**config.mk**
```make
export PLATFORM = sky130hd
export DESIGN_NAME = scancode_to_ascii_decoder_unit
export DESIGN_NICKNAME = d
export VERILOG_FILES = /design/src/sv/s2a_pkg.sv /design/src/sv/s2a_lookup.sv /design/src/sv/scancode_to_ascii_decoder_unit.sv
export SDC_FILE = /design/constraint.sdc
export NUM_CORES = 1
export LEC_CHECK = 0
export BUFFER_PORTS_ARGS = -buffer_cell sky130_fd_sc_hd__buf_2
export CAP_MARGIN = 30
export CORE_ASPECT_RATIO = 1.1
export CORE_MARGIN = 5
export CORE_UTILIZATION = 52
export DETAILED_ROUTE_END_ITERATION = 8
export GPL_ROUTABILITY_DRIVEN = 1
export PLACE_DENSITY = 0.84
export SLEW_MARGIN = 10
export SYNTH_ARGS = -nofsm -noshare
export SYNTH_HDL_FRONTEND = slang
export SYNTH_HIERARCHICAL = 1
export SYNTH_SLANG_ARGS = --single-unit
```
**constraint.sdc**
```tcl
create_clock -name clock -period 2.6 [get_ports clock]
set_input_delay 0.52 -clock clock [delete_from_list [all_inputs] [get_ports clock]]
set_output_delay 0.52 -clock clock [all_outputs]
set_load 0.05 [all_outputs]
```
**src/sv/s2a_pkg.sv**
```systemverilog
// s2a_pkg: shared types, scancode constants and key map tables for the
// set-1 scancode to ascii decoder; no dependencies

package s2a_pkg;

   // special set-1 scancodes
   localparam logic [7:0] SCAN_LSHIFT_MAKE  = 8'h2A;
   localparam logic [7:0] SCAN_LSHIFT_BREAK = 8'hAA;
   localparam logic [7:0] SCAN_RSHIFT_MAKE  = 8'h36;
   localparam logic [7:0] SCAN_RSHIFT_BREAK = 8'hB6;
   localparam logic [7:0] SCAN_CTRL_MAKE    = 8'h1D;
   localparam logic [7:0] SCAN_CTRL_BREAK   = 8'h9D;

   localparam int unsigned SCAN_W  = 8;
   localparam int unsigned CHAR_W  = 7;
   localparam int unsigned TDATA_W = 16;

   typedef struct packed {
      logic ctrl;
      logic shift;
   } flags_type;

   typedef struct packed {
      logic              char_valid;
      logic [CHAR_W-1:0] ascii_char;
      flags_type         flags;
   } result_type;

   // unshifted us layout; codes 88 and up and release codes give 0
   function automatic logic [CHAR_W-1:0] plain_char(input logic [SCAN_W-1:0] code);
      logic [CHAR_W-1:0] ch;
      unique case (code)
         8'd2:    ch = 7'h31; // 1
         8'd3:    ch = 7'h32;
         8'd4:    ch = 7'h33;
         8'd5:    ch = 7'h34;
         8'd6:    ch = 7'h35;
         8'd7:    ch = 7'h36;
         8'd8:    ch = 7'h37;
         8'd9:    ch = 7'h38;
         8'd10:   ch = 7'h39;
         8'd11:   ch = 7'h30; // 0
         8'd12:   ch = 7'h2D; // -
         8'd13:   ch = 7'h3D; // =
         8'd14:   ch = 7'h08; // backspace
         8'd15:   ch = 7'h09; // tab
         8'd16:   ch = 7'h71; // q
         8'd17:   ch = 7'h77;
         8'd18:   ch = 7'h65;
         8'd19:   ch = 7'h72;
         8'd20:   ch = 7'h74;
         8'd21:   ch = 7'h79;
         8'd22:   ch = 7'h75;
         8'd23:   ch = 7'h69;
         8'd24:   ch = 7'h6F;
         8'd25:   ch = 7'h70; // p
         8'd26:   ch = 7'h5B; // [
         8'd27:   ch = 7'h5D; // ]
         8'd28:   ch = 7'h0A; // enter
         8'd30:   ch = 7'h61; // a
         8'd31:   ch = 7'h73;
         8'd32:   ch = 7'h64;
         8'd33:   ch = 7'h66;
         8'd34:   ch = 7'h67;
         8'd35:   ch = 7'h68;
         8'd36:   ch = 7'h6A;
         8'd37:   ch = 7'h6B;
         8'd38:   ch = 7'h6C; // l
         8'd39:   ch = 7'h3B; // ;
         8'd40:   ch = 7'h27; // quote
         8'd41:   ch = 7'h60; // backtick
         8'd43:   ch = 7'h5C; // backslash
         8'd44:   ch = 7'h7A; // z
         8'd45:   ch = 7'h78;
         8'd46:   ch = 7'h63;
         8'd47:   ch = 7'h76;
         8'd48:   ch = 7'h62;
         8'd49:   ch = 7'h6E;
         8'd50:   ch = 7'h6D; // m
         8'd51:   ch = 7'h2C; // ,
         8'd52:   ch = 7'h2E; // .
         8'd53:   ch = 7'h2F; // /
         8'd55:   ch = 7'h2A; // keypad *
         8'd57:   ch = 7'h20; // space
         8'd71:   ch = 7'h37; // keypad 7
         8'd72:   ch = 7'h38;
         8'd73:   ch = 7'h39;
         8'd74:   ch = 7'h2D;
         8'd75:   ch = 7'h34;
         8'd76:   ch = 7'h35;
         8'd77:   ch = 7'h36;
         8'd78:   ch = 7'h2B;
         8'd79:   ch = 7'h31;
         8'd80:   ch = 7'h32;
         8'd81:   ch = 7'h33;
         8'd82:   ch = 7'h30;
         8'd83:   ch = 7'h2E; // keypad .
         default: ch = '0;
      endcase
      return ch;
   endfunction

   // shifted us layout
   function automatic logic [CHAR_W-1:0] shifted_char(input logic [SCAN_W-1:0] code);
      logic [CHAR_W-1:0] ch;
      unique case (code)
         8'd2:    ch = 7'h21; // !
         8'd3:    ch = 7'h40; // @
         8'd4:    ch = 7'h23;
         8'd5:    ch = 7'h24;
         8'd6:    ch = 7'h25;
         8'd7:    ch = 7'h5E; // ^
         8'd8:    ch = 7'h26;
         8'd9:    ch = 7'h2A;
         8'd10:   ch = 7'h28;
         8'd11:   ch = 7'h29;
         8'd12:   ch = 7'h5F; // _
         8'd13:   ch = 7'h2B; // +
         8'd14:   ch = 7'h08;
         8'd15:   ch = 7'h09;
         8'd16:   ch = 7'h51; // Q
         8'd17:   ch = 7'h57;
         8'd18:   ch = 7'h45;
         8'd19:   ch = 7'h52;
         8'd20:   ch = 7'h54;
         8'd21:   ch = 7'h59;
         8'd22:   ch = 7'h55;
         8'd23:   ch = 7'h49;
         8'd24:   ch = 7'h4F;
         8'd25:   ch = 7'h50;
         8'd26:   ch = 7'h7B; // {
         8'd27:   ch = 7'h7D; // }
         8'd28:   ch = 7'h0A;
         8'd30:   ch = 7'h41; // A
         8'd31:   ch = 7'h53;
         8'd32:   ch = 7'h44;
         8'd33:   ch = 7'h46;
         8'd34:   ch = 7'h47;
         8'd35:   ch = 7'h48;
         8'd36:   ch = 7'h4A;
         8'd37:   ch = 7'h4B;
         8'd38:   ch = 7'h4C;
         8'd39:   ch = 7'h3A; // :
         8'd40:   ch = 7'h22; // double quote
         8'd41:   ch = 7'h7E; // ~
         8'd43:   ch = 7'h7C; // |
         8'd44:   ch = 7'h5A; // Z
         8'd45:   ch = 7'h58;
         8'd46:   ch = 7'h43;
         8'd47:   ch = 7'h56;
         8'd48:   ch = 7'h42;
         8'd49:   ch = 7'h4E;
         8'd50:   ch = 7'h4D;
         8'd51:   ch = 7'h3C; // <
         8'd52:   ch = 7'h3E; // >
         8'd53:   ch = 7'h3F; // ?
         8'd55:   ch = 7'h2A;
         8'd57:   ch = 7'h20;
         8'd71:   ch = 7'h37;
         8'd72:   ch = 7'h38;
         8'd73:   ch = 7'h39;
         8'd74:   ch = 7'h2D;
         8'd75:   ch = 7'h34;
         8'd76:   ch = 7'h35;
         8'd77:   ch = 7'h36;
         8'd78:   ch = 7'h2B;
         8'd79:   ch = 7'h31;
         8'd80:   ch = 7'h32;
         8'd81:   ch = 7'h33;
         8'd82:   ch = 7'h30;
         8'd83:   ch = 7'h2E;
         default: ch = '0;
      endcase
      return ch;
   endfunction

endpackage

```
**src/sv/s2a_lookup.sv**
```systemverilog
// s2a_lookup: combinational decode of one scancode against the held flags
// depends on s2a_pkg (constants, key map functions, flag and result types)

module s2a_lookup (
   input  logic [s2a_pkg::SCAN_W-1:0] scan_byte,
   input  s2a_pkg::flags_type         flags_cur,
   output s2a_pkg::result_type        result
);

   logic [s2a_pkg::CHAR_W-1:0] mapped;
   logic [s2a_pkg::CHAR_W-1:0] ch;
   logic                       is_lower;
   logic                       is_upper;
   s2a_pkg::flags_type         flags_nxt;

   always_comb begin
      mapped = flags_cur.shift ? s2a_pkg::shifted_char(scan_byte)
                               : s2a_pkg::plain_char(scan_byte);
      // letters under ctrl fold to control codes 1..26
      is_lower = (mapped >= 7'h61) && (mapped <= 7'h7A);
      is_upper = (mapped >= 7'h41) && (mapped <= 7'h5A);
      flags_nxt = flags_cur;
      ch        = '0;
      priority if (scan_byte == s2a_pkg::SCAN_LSHIFT_MAKE ||
                   scan_byte == s2a_pkg::SCAN_RSHIFT_MAKE) begin
         flags_nxt.shift = 1'b1;
      end else if (scan_byte == s2a_pkg::SCAN_LSHIFT_BREAK ||
                   scan_byte == s2a_pkg::SCAN_RSHIFT_BREAK) begin
         flags_nxt.shift = 1'b0;
      end else if (scan_byte == s2a_pkg::SCAN_CTRL_MAKE) begin
         flags_nxt.ctrl = 1'b1;
      end else if (scan_byte == s2a_pkg::SCAN_CTRL_BREAK) begin
         flags_nxt.ctrl = 1'b0;
      end else begin
         // release codes and out-of-range makes map to zero in the tables
         if (flags_cur.ctrl && (is_lower || is_upper)) begin
            ch = {2'b00, mapped[4:0]};
         end else begin
            ch = mapped;
         end
      end
   end

   assign result.char_valid = (ch != '0);
   assign result.ascii_char = ch;
   assign result.flags      = flags_nxt;

endmodule

```
**src/sv/scancode_to_ascii_decoder_unit.sv**
```systemverilog
// scancode_to_ascii_decoder_unit: top level, input register, flag state and
// result register around s2a_lookup; depends on s2a_pkg and s2a_lookup
//
//  channel | dir | handshake             | payload
//  --------+-----+-----------------------+-----------------------------------------
//  req     | in  | req_tvalid/req_tready | tdata[7:0] scan_byte
//  rsp     | out | rsp_tvalid/rsp_tready | tdata[6:0] ascii_char, [7] shift_held,
//          |     |                       |  [8] ctrl_held; tuser char_valid
//
// one request per cycle sustained while rsp_tready is high; each request gives
// exactly one response, through input register, table lookup, result register
// reset is synchronous and active high: both flags clear, both stages empty
// a stalled response holds its register; the input register keeps taking a
// request whenever the result register is free or draining in the same cycle

module scancode_to_ascii_decoder_unit (
   input  logic                        clock,
   input  logic                        reset,
   input  logic                        req_tvalid,
   output logic                        req_tready,
   input  logic [7:0]                  req_tdata,  // [7:0] scan_byte
   output logic                        rsp_tvalid,
   input  logic                        rsp_tready,
   output logic [s2a_pkg::TDATA_W-1:0] rsp_tdata,  // [6:0] ascii_char, [7] shift_held,
                                                   // [8] ctrl_held, rest zero
   output logic                        rsp_tuser   // [0] char_valid
);

   // input stage
   logic                       in_valid_ff, in_valid_in;
   logic [s2a_pkg::SCAN_W-1:0] in_byte_ff, in_byte_in;

   // held flags, updated as each request moves into the result register
   s2a_pkg::flags_type         flags_ff, flags_in;

   // result stage
   logic                       out_valid_ff, out_valid_in;
   s2a_pkg::result_type        result_ff, result_in;

   s2a_pkg::result_type        decoded;
   logic                       req_accept;
   logic                       out_load;

   s2a_lookup u_lookup (
      .scan_byte (in_byte_ff),
      .flags_cur (flags_ff),
      .result    (decoded)
   );

   // result register is free when empty or being taken this cycle
   assign out_load   = in_valid_ff && (!out_valid_ff || rsp_tready);
   assign req_tready = !in_valid_ff || out_load;
   assign req_accept = req_tvalid && req_tready;

   always_comb begin
      in_byte_in = req_accept ? req_tdata : in_byte_ff;
      if (req_accept) begin
         in_valid_in = 1'b1;
      end else if (out_load) begin
         in_valid_in = 1'b0;
      end else begin
         in_valid_in = in_valid_ff;
      end

      flags_in  = out_load ? decoded.flags : flags_ff;
      result_in = out_load ? decoded : result_ff;
      if (out_load) begin
         out_valid_in = 1'b1;
      end else if (rsp_tready) begin
         out_valid_in = 1'b0;
      end else begin
         out_valid_in = out_valid_ff;
      end
   end

   always_ff @(posedge clock) begin
      if (reset) begin
         in_valid_ff  <= 1'b0;
         out_valid_ff <= 1'b0;
         flags_ff     <= '0;
      end else begin
         in_valid_ff  <= in_valid_in;
         out_valid_ff <= out_valid_in;
         flags_ff     <= flags_in;
      end
   end

   // payload registers, no reset needed
   always_ff @(posedge clock) begin
      in_byte_ff <= in_byte_in;
      result_ff  <= result_in;
   end

   assign rsp_tvalid = out_valid_ff;
   assign rsp_tuser  = result_ff.char_valid;
   assign rsp_tdata  = {{(s2a_pkg::TDATA_W - s2a_pkg::CHAR_W - 2){1'b0}},
                        result_ff.flags.ctrl,
                        result_ff.flags.shift,
                        result_ff.ascii_char};

endmodule

```
==> tab_implementation.tex, run 1 <==
\begin{tabular}{lr}
\hline
Metric & Value \\
\hline
\multicolumn{2}{l}{\textbf{Route}} \\
Top routing layer used & met4 \\
Via Count & 2727 \\
Met2 WL post-DR & 3.81 mm \\
DRC violation count after routing & 1 \\
Initial DRC Count & 650 \\
Routed length per placed instance & 21.8 um \\
Met3 layer wire length in the routed design & 978 um \\
Drt pass-1 iters & 9 \\
Number of nets still failing antenna checks after routing & 0 \\
Detailed-route wire length on metal 1 & 2.96 mm \\
Sum of routed wire length over all layers & 8.51 mm \\
Number of vias per cell & 6.99 \\
\multicolumn{2}{l}{\textbf{Placement}} \\
Count of buffers from port buffering & 23 \\
HPWL reported at the end of detailed placement & 5.20 mm \\
Placed cells & 371 \\
Post-place instance area & 2660 um2 \\
Pre-CTS setup slack & -19.0 ps \\
Final weighted congestion in routability-driven placement & 1.02 \\
\multicolumn{2}{l}{\textbf{Setup path}} \\
Start-to-end type of the worst setup path & register to register \\
Arrival time of data at the critical path endpoint & 2750 ps \\
Crit Reg-Reg Startpoint & in\_byte\_ff[1] \\
Kind of capture point of the worst setup path & register \\
Category of the worst setup path launch point & register \\
Endpoint required time on the critical path & 2680 ps \\
Worst setup path start & in\_byte\_ff[1] \\
Maximum fanout along the worst path & 5 \\
\multicolumn{2}{l}{\textbf{Clock network}} \\
Number of buffers added by the clock tree synthesis step & 3 \\
Hold buffer count at cts & 0 \\
Clock transition time at the flip-flop clock pins of the worst setup and hold paths & 80 ps \\
Cell at the root of the clock tree & sky130\_fd\_sc\_hd\_\_clkbuf\_8 \\
CTS HTree Levels & 1 \\
Buffers from clock root to sink, at most & 2 \\
Clk Latency, worst-skew pair & 270 ps \\
TritonCTS clock tree & done \\
\# clock sinks & 22 \\
\multicolumn{2}{l}{\textbf{Floorplan}} \\
Number of top-level design ports & 31 \\
Initial Util & 0.533 \\
Floorplan die height & 82.2 um \\
X dimension of the die & 75.6 um \\
\# rows & 26 \\
Core Area & 4620 um2 \\
Die Outline Area & 6220 um2 \\
\multicolumn{2}{l}{\textbf{Cells and area}} \\
Count of placed standard cells in the final layout, fillers left out & 390 \\
Number of antenna cells inserted & 0 \\
Syn-to-layout area delta & 24.2\% \\
Fillers & 349 \\
Most common cell after layout, fill and taps aside & sky130\_fd\_sc\_hd\_\_buf\_4 \\
Cell area after layout & 3060 um2 \\
Number of nets at the end of the flow & 360 \\
Layout cells sized above 1 & 0.326 \\
Most frequent cells in the layout & 29 x sky130\_fd\_sc\_hd\_\_buf\_4, 25 x sky130\_fd\_sc\_hd\_\_buf\_2, 23 x sky130\_fd\_sc\_hd\_\_nor2\_1 \\
\multicolumn{2}{l}{\textbf{Synthesis}} \\
Post-synth EDFFs & 18 \\
Top cells by area in the synthesized netlist & sky130\_fd\_sc\_hd\_\_edfxtp\_1 22\%, sky130\_fd\_sc\_hd\_\_ha\_1 6.6\%, sky130\_fd\_sc\_hd\_\_a21oi\_1 4.9\% \\
Synth cell types & 62 \\
Library cell with the largest summed area after synthesis & sky130\_fd\_sc\_hd\_\_edfxtp\_1 \\
Async SR Flop Fraction & 0 \\
Post-synthesis register bit count & 22 \\
Proportion of synthesized chip area in sequential cells & 0.252 \\
Fraction of synthesized cell area taken by the top area cell type & 0.219 \\
Top flip-flop cell by instance count after synthesis & sky130\_fd\_sc\_hd\_\_edfxtp\_1 \\
Syn Inst Count & 295 \\
Syn avg cell area & 8.35 um2 \\
Synth Cell Area & 2460 um2 \\
Number of warning messages in the yosys log & 6 \\
\multicolumn{2}{l}{\textbf{Min path}} \\
Startpoint of the lowest-slack hold path & req\_tdata[3] \\
Worst Hold Class & input port to register \\
\multicolumn{2}{l}{\textbf{STA}} \\
Remaining max-slew budget at the tightest pin & 0.530 \\
Total of endpoints with negative setup slack in the final report & 2 \\
Post-route minimum period & 2670 ps \\
RSZ-0062 raised after global routing & yes \\
Worst-case setup margin in the final layout & -73.7 ps \\
Final number of max-transition violations & 0 \\
Final setup skew & 7.88 ps \\
Slew at the pin closest to its max-slew limit & 706 ps \\
Number of hold violations in the final report & 0 \\
Maximum clock rate & 374 MHz \\
Worst hold margin & 429 ps \\
Setup TNS & -102 ps \\
Period utilisation layout & 1.03 \\
\multicolumn{2}{l}{\textbf{Run status}} \\
Failing checks & design-rule violations, negative setup slack \\
Status & complete, but fails checks \\
\multicolumn{2}{l}{\textbf{GRT}} \\
Vias in the first global route & 2392 \\
Aggregate global-route resource usage & 0.237 \\
Global-route wire length before repair & 11.4 mm \\
Global-route congestion overflow total & 0 \\
Largest net degree at the start of global routing & 46 \\
Initial antenna violation count & 0 \\
\multicolumn{2}{l}{\textbf{Power and ir drop}} \\
Leak Pwr & 1.17 nW \\
Total power density per cell area & 358 nW/um2 \\
Peak supply drop & 370 uV \\
\multicolumn{2}{l}{\textbf{Run}} \\
\# Max-Cap Violations & 0 \\
\hline
\end{tabular}
-- synthesized netlist by cell type (7+ instances only) --
cell	instances
sky130_fd_sc_hd__nor2b_1	12
sky130_fd_sc_hd__edfxtp_1	18
sky130_fd_sc_hd__o21ai_0	11
sky130_fd_sc_hd__nand2_1	18
sky130_fd_sc_hd__inv_1	13
sky130_fd_sc_hd__ha_1	13
sky130_fd_sc_hd__buf_2	12
sky130_fd_sc_hd__buf_4	10
sky130_fd_sc_hd__clkbuf_1	7
sky130_fd_sc_hd__nand2b_1	17
sky130_fd_sc_hd__a21oi_1	24
sky130_fd_sc_hd__mux2i_1	8
sky130_fd_sc_hd__nor2_1	24
-- routing by layer --
metal / track usage / vias up
met3: 0.0460 / 95
met2: 0.376 / 257
met5: 0 / -
met4: 0.122 / 0
li1: - / 1156
met1: 0.303 / 1219
-- logic make-up after synthesis --
family	after synthesis	share of synthesized area
and+or+nand+nor	101	0.226
AOI/OAI and AO/OA	96	0.279
buffers and inverters	48	0.113
DFF	22	0.252
adders and majority gates	13	0.0660
muxes	12	0.0554
xor gates and xnor gates	2	0.00711
other	1	0.00152
-- worst paths after layout --
path                            depth (start not counted)       endpoint  slack [ps]
worst max register to register                         10   rsp_tdata[5]         -70
worst min register to register                          2     rsp_tvalid         520
worst max-delay path                                   10   rsp_tdata[5]         -70
worst min-delay path                                    1  in_byte_ff[3]         430
-- sequential cells by signal (all words and copies together) (netlist names) --
| signal | count |
|---|---|
| in_valid_ff | 1 |
| in_byte_ff | 8 |
| rsp_tvalid | 1 |
| rsp_tuser | 1 |
| rsp_tdata | 9 |
| flags_ff | 2 |
-- critical path, cell delays in order, from the launching register on --
cell                       delay, ps
sky130_fd_sc_hd__edfxtp_1        430
sky130_fd_sc_hd__inv_2           180
sky130_fd_sc_hd__buf_6           170
sky130_fd_sc_hd__ha_1            230
sky130_fd_sc_hd__nor3b_1         100
sky130_fd_sc_hd__o32ai_1         300
sky130_fd_sc_hd__nand2_1         130
sky130_fd_sc_hd__a21boi_2        230
sky130_fd_sc_hd__o31ai_1         100
sky130_fd_sc_hd__a211o_1         310
sky130_fd_sc_hd__a311oi_2        300
-- final cells by class --
| cell class | instances | area (um2) | area share |
|---|---|---|---|
| multi-input cells | 231 | 1760 | 0.575 |
| well taps | 56 | 70.1 | 0.0229 |
| inverters | 13 | 51.3 | 0.0168 |
| flip-flops and latches | 22 | 621 | 0.203 |
| clock buffers | 3 | 41.3 | 0.0135 |
| repair buffers | 64 | 514 | 0.168 |
| clock inverters | 1 | 3.75 | 0.00123 |
-- power breakdown --
group,leakage (nW),switching [mW],internal [mW]
Combinational,0.938,0.289,0.179
Clock,0.0231,0.110,0.106
Sequential,0.206,0.00957,0.402
Total,1.17,0.409,0.687
-- metrics by stage --
stage / power (mW) / util
after floorplan: 0.707 / -
after global placement: 0.787 / 0.576
after detailed placement: 0.795 / 0.576
after CTS: 1.01 / 0.589
after global routing: 1.15 / 0.663
final: 1.10 / 0.663
-- what timing repair did --
item / CTS / global route
pin swaps: 0 / 12
resized for setup: 4 / 41
gates cloned: 0 / 4
setup endpoints to repair: 2 / 3
buffers inserted: 0 / 11
No activity file was read; power rests on OpenSTA's default activity.
==> inputs of run 2 (changes only) <==
--- a/config.mk
+++ b/config.mk
@@ -5,16 +5,15 @@
 export SDC_FILE = /design/constraint.sdc
 export NUM_CORES = 1
 export LEC_CHECK = 0
-export BUFFER_PORTS_ARGS = -buffer_cell sky130_fd_sc_hd__buf_2
 export CAP_MARGIN = 30
 export CORE_ASPECT_RATIO = 1.1
 export CORE_MARGIN = 5
-export CORE_UTILIZATION = 52
+export CORE_UTILIZATION = 58
 export DETAILED_ROUTE_END_ITERATION = 8
+export DONT_BUFFER_PORTS = 1
 export GPL_ROUTABILITY_DRIVEN = 1
 export PLACE_DENSITY = 0.84
 export SLEW_MARGIN = 10
 export SYNTH_ARGS = -nofsm -noshare
 export SYNTH_HDL_FRONTEND = slang
-export SYNTH_HIERARCHICAL = 1
 export SYNTH_SLANG_ARGS = --single-unit
==> run 2 against run 1 <==
First-iteration DRC count down 15%. Sequential power up 75%. The run now ends clean. Area after synthesis up 23%. Die area up 9.3%. Non-clock buffer count down 15. Sequential share of layout area up 5.9 points. Clock-buffer cell count up 3.
==> tab_implementation.tex, run 2 <==
\begin{tabular}{lr}
\hline
Metric & Value \\
\hline
\multicolumn{2}{l}{\textbf{Synthesis}} \\
Fraction of synthesized cell area taken by the top area cell type & 0.178 (-0.0416) \\
Adder-cell share of the synthesized area & 0.0453 (-0.0208) \\
Synth Cell Area & 3040 um2 (+23\%) \\
Proportion of synthesized chip area in sequential cells & 0.296 (+0.0444) \\
Mux cell area share after synthesis & 0.0621 (+0.00678) \\
Most frequently used cell type in the post-synthesis netlist & sky130\_fd\_sc\_hd\_\_nand2\_1 \\
Ranking of synthesized cells by instance count & 30 x sky130\_fd\_sc\_hd\_\_nand2\_1, 29 x sky130\_fd\_sc\_hd\_\_a21oi\_1, 29 x sky130\_fd\_sc\_hd\_\_nor2\_1 \\
Post-synth EDFFs & 18 (unchanged) \\
Synth cell types & 70 (+13\%) \\
Syn Inst Count & 357 (+21\%) \\
Top cells by area in the synthesized netlist & sky130\_fd\_sc\_hd\_\_edfxtp\_1 18\%, sky130\_fd\_sc\_hd\_\_dfxtp\_1 12\%, sky130\_fd\_sc\_hd\_\_a21oi\_1 4.8\% \\
XOR/XNOR Fraction of Synth Area & 0.00288 (-0.00423) \\
Number of warning messages in the yosys log & 0 (-6) \\
Simple-gate share of the synthesized area & 0.207 (-0.0194) \\
Compound-cell area share of the yosys netlist & 0.303 (+0.0240) \\
Syn avg cell area & 8.52 um2 (+2.0\%) \\
Dominant combinational cell family by area after synthesis & compound AO/OA/AOI/OAI gates \\
Async SR Flop Fraction & 0 (unchanged) \\
Library cell with the largest summed area after synthesis & sky130\_fd\_sc\_hd\_\_edfxtp\_1 \\
Top flip-flop cell by instance count after synthesis & sky130\_fd\_sc\_hd\_\_edfxtp\_1 \\
Post-synthesis register bit count & 36 (+64\%) \\
\multicolumn{2}{l}{\textbf{Setup path}} \\
Maximum single-stage delay on the critical path & 540 ps (+110 ps) \\
Start-to-end type of the worst setup path & register to register \\
Reg2Reg Setup Slack & 120 ps (+200 ps) \\
Kind of capture point of the worst setup path & register \\
Arrival time of data at the critical path endpoint & 2620 ps (-130 ps) \\
Worst setup path start & rsp\_tvalid \\
Endpoint required time on the critical path & 2750 ps (+70 ps) \\
Logic depth of the worst register-to-register path & 8 (-2) \\
Slowest cell on the critical path & sky130\_fd\_sc\_hd\_\_a2111oi\_0 \\
Crit Reg-Reg Startpoint & rsp\_tvalid \\
Maximum fanout along the worst path & 12 (+7) \\
Critical path cell sequence & and3b\_4, buf\_12, o211ai\_4, inv\_1, ha\_1, buf\_4, a2111oi\_0, o31ai\_1 \\
Category of the worst setup path launch point & register \\
\multicolumn{2}{l}{\textbf{Route}} \\
Number of nets still failing antenna checks after routing & 0 (unchanged) \\
DRC violation count after routing & 0 (-1) \\
Number of vias per cell & 7.09 (+1.3\%) \\
Sum of routed wire length over all layers & 9.28 mm (+9.1\%) \\
Initial DRC Count & 555 (-15\%) \\
Routed length per placed instance & 20.9 um (-4.0\%) \\
Drt pass-1 iters & 6 (-3) \\
Via Count & 3139 (+15\%) \\
\multicolumn{2}{l}{\textbf{STA}} \\
Worst hold margin & 286 ps (-144 ps) \\
Number of hold violations in the final report & 0 (unchanged) \\
Final setup skew & 14.7 ps (+6.80 ps) \\
Remaining max-slew budget at the tightest pin & 0.602 (+0.0726) \\
RSZ-0062 raised after global routing & no \\
Post-route minimum period & 2480 ps (-198 ps) \\
Maximum clock rate & 404 MHz (+8.0\%) \\
Setup TNS & 0 ps (+102 ps) \\
Final number of max-transition violations & 0 (unchanged) \\
Total of endpoints with negative setup slack in the final report & 0 (-2) \\
Period utilisation layout & 0.952 (-0.0762) \\
Slew at the pin closest to its max-slew limit & 582 ps (-124 ps) \\
\multicolumn{2}{l}{\textbf{GRT}} \\
Vias in the first global route & 2888 (+21\%) \\
Initial antenna violation count & 0 (unchanged) \\
Aggregate global-route resource usage & 0.273 (+0.0358) \\
Largest net degree at the start of global routing & 23 (-50\%) \\
Global-route wire length before repair & 14.7 mm (+29\%) \\
Global-route congestion overflow total & 0 (unchanged) \\
\multicolumn{2}{l}{\textbf{Floorplan}} \\
X dimension of the die & 79.0 um (+4.5\%) \\
Core Area & 5030 um2 (+9.0\%) \\
\# rows & 27 (+3.8\%) \\
Initial Util & 0.604 (+0.0707) \\
Floorplan die height & 85.9 um (+4.6\%) \\
Die Outline Area & 6790 um2 (+9.3\%) \\
Number of top-level design ports & 31 (unchanged) \\
\multicolumn{2}{l}{\textbf{Power and ir drop}} \\
Total power density per cell area & 503 nW/um2 (+40\%) \\
Peak supply drop & 267 uV (-28\%) \\
Leak Pwr & 1.30 nW (+11\%) \\
Total Power & 1.73 mW (+58\%) \\
\multicolumn{2}{l}{\textbf{Clock network}} \\
\# clock sinks & 36 (+64\%) \\
Number of buffers inserted to repair setup after CTS & 0 (unchanged) \\
TritonCTS clock tree & done \\
Buffers from clock root to sink, at most & 2 (unchanged) \\
Clock transition time at the flip-flop clock pins of the worst setup and hold paths & 80 ps (about the same) \\
CTS HTree Levels & 2 (+1) \\
Number of buffers added by the clock tree synthesis step & 5 (+2) \\
Clk Latency, worst-skew pair & 290 ps (+20 ps) \\
Cell at the root of the clock tree & sky130\_fd\_sc\_hd\_\_clkbuf\_8 \\
\multicolumn{2}{l}{\textbf{Cells and area}} \\
Most common cell after layout, fill and taps aside & sky130\_fd\_sc\_hd\_\_buf\_4 \\
Fillers & 385 (+10\%) \\
Syn-to-layout area delta & 13.4\% \\
Utilization after layout & 0.685 (+0.0223) \\
Number of nets at the end of the flow & 408 (+13\%) \\
Layout cells sized above 1 & 0.213 (-0.113) \\
Number of antenna cells inserted & 0 (unchanged) \\
Most frequent cells in the layout & 44 x sky130\_fd\_sc\_hd\_\_buf\_4, 30 x sky130\_fd\_sc\_hd\_\_nand2\_1, 29 x sky130\_fd\_sc\_hd\_\_nor2\_1, 29 x sky130\_fd\_sc\_hd\_\_a21oi\_1, 20 x sky130\_fd\_sc\_hd\_\_o21ai\_0 \\
\multicolumn{2}{l}{\textbf{Min path}} \\
Worst Hold Class & input port to register \\
\multicolumn{2}{l}{\textbf{Run}} \\
\# Max-Cap Violations & 0 (unchanged) \\
\multicolumn{2}{l}{\textbf{Placement}} \\
Count of buffers from port buffering & 0 (-100\%) \\
Final weighted congestion in routability-driven placement & 0.983 (-3.7\%) \\
HPWL reported at the end of detailed placement & 6.98 mm (+34\%) \\
\multicolumn{2}{l}{\textbf{Run status}} \\
Status & complete, no violations \\
\hline
\end{tabular}
## run 2: worst min-delay path by stage
stage | startpoint | slack [ps] | cells past startpoint | to
6_report | reset | 290 | 1 | in_valid_ff
5_1_grt | reset | 280 | 1 | in_valid_ff
4_1_cts | reset | 280 | 1 | in_valid_ff
3_5_place_dp | flags_ff[1] | 500 | 2 | flags_ff[1]
3_3_place_gp | flags_ff[1] | 480 | 2 | flags_ff[1]
2_1_floorplan | flags_ff[1] | 440 | 2 | flags_ff[1]
## run 2: per-layer routing
| metal | vias to the layer above | track usage | wire length, um | share of wire |
|---|---|---|---|---|
| met1 | 1429 | 0.360 | 3630 | 0.39 |
| met4 | 0 | 0.133 | 387 | 0.042 |
| li1 | 1403 | - | - | - |
| met2 | 259 | 0.438 | 4230 | 0.46 |
| met3 | 48 | 0.0347 | 1030 | 0.11 |
| met5 | - | 0 | 0 | 0 |
## run 2: logic make-up after synthesis
family / Yosys count
AO/OA/AOI/OAI: 128
AND/OR/NAND/NOR: 118
buffers and inverters: 44
flip-flops: 36
multiplexers: 18
adder cells (fa/ha/maj): 11
other: 1
XOR/XNOR: 1
## run 2: worst max-delay path, delay by kind of cell, from the launching register on
kind,cells,cell delay (ps)
AO/OA/AOI/OAI,3,1020
adder cells (fa/ha/maj),1,320
buffers and inverters,3,440
flip-flops,1,350
AND/OR/NAND/NOR,1,210
## run 2: stage by stage
step | area (um2) | setup slack [ps] | instances
finish | 3450 | 124 | 443
global route | 3450 | 47.1 | 443
CTS | 3440 | 149 | 443
detailed placement | 3350 | -45.1 | 436
global placement | 3350 | -46.3 | 436
floorplan | 3060 | 56.3 | 363
## run 2: where the power goes
group | leakage (nW) | internal [mW] | switching (mW)
clock | 0.0447 | 0.206 | 0.191
sequential | 0.324 | 0.657 | 0.0626
combinational | 0.929 | 0.254 | 0.362
## run 2: final cells by class
cell class | count | area [um2] | share of cell area
clock inverters | 1 | 3.75 | 0.00109
well taps | 58 | 72.6 | 0.0211
repair buffers | 49 | 430 | 0.125
flip-flops and latches | 36 | 902 | 0.262
inverters | 10 | 37.5 | 0.0109
clock buffers | 6 | 82.6 | 0.0240
multi-input cells | 283 | 1920 | 0.556
## run 2: repair_timing
action / 4_1_cts / 5_1_grt
endpoints found under the setup margin: 0 / 1
endpoints found under the hold margin: 0 / 0
hold buffers: 0 / 0
resized for setup: 0 / 2
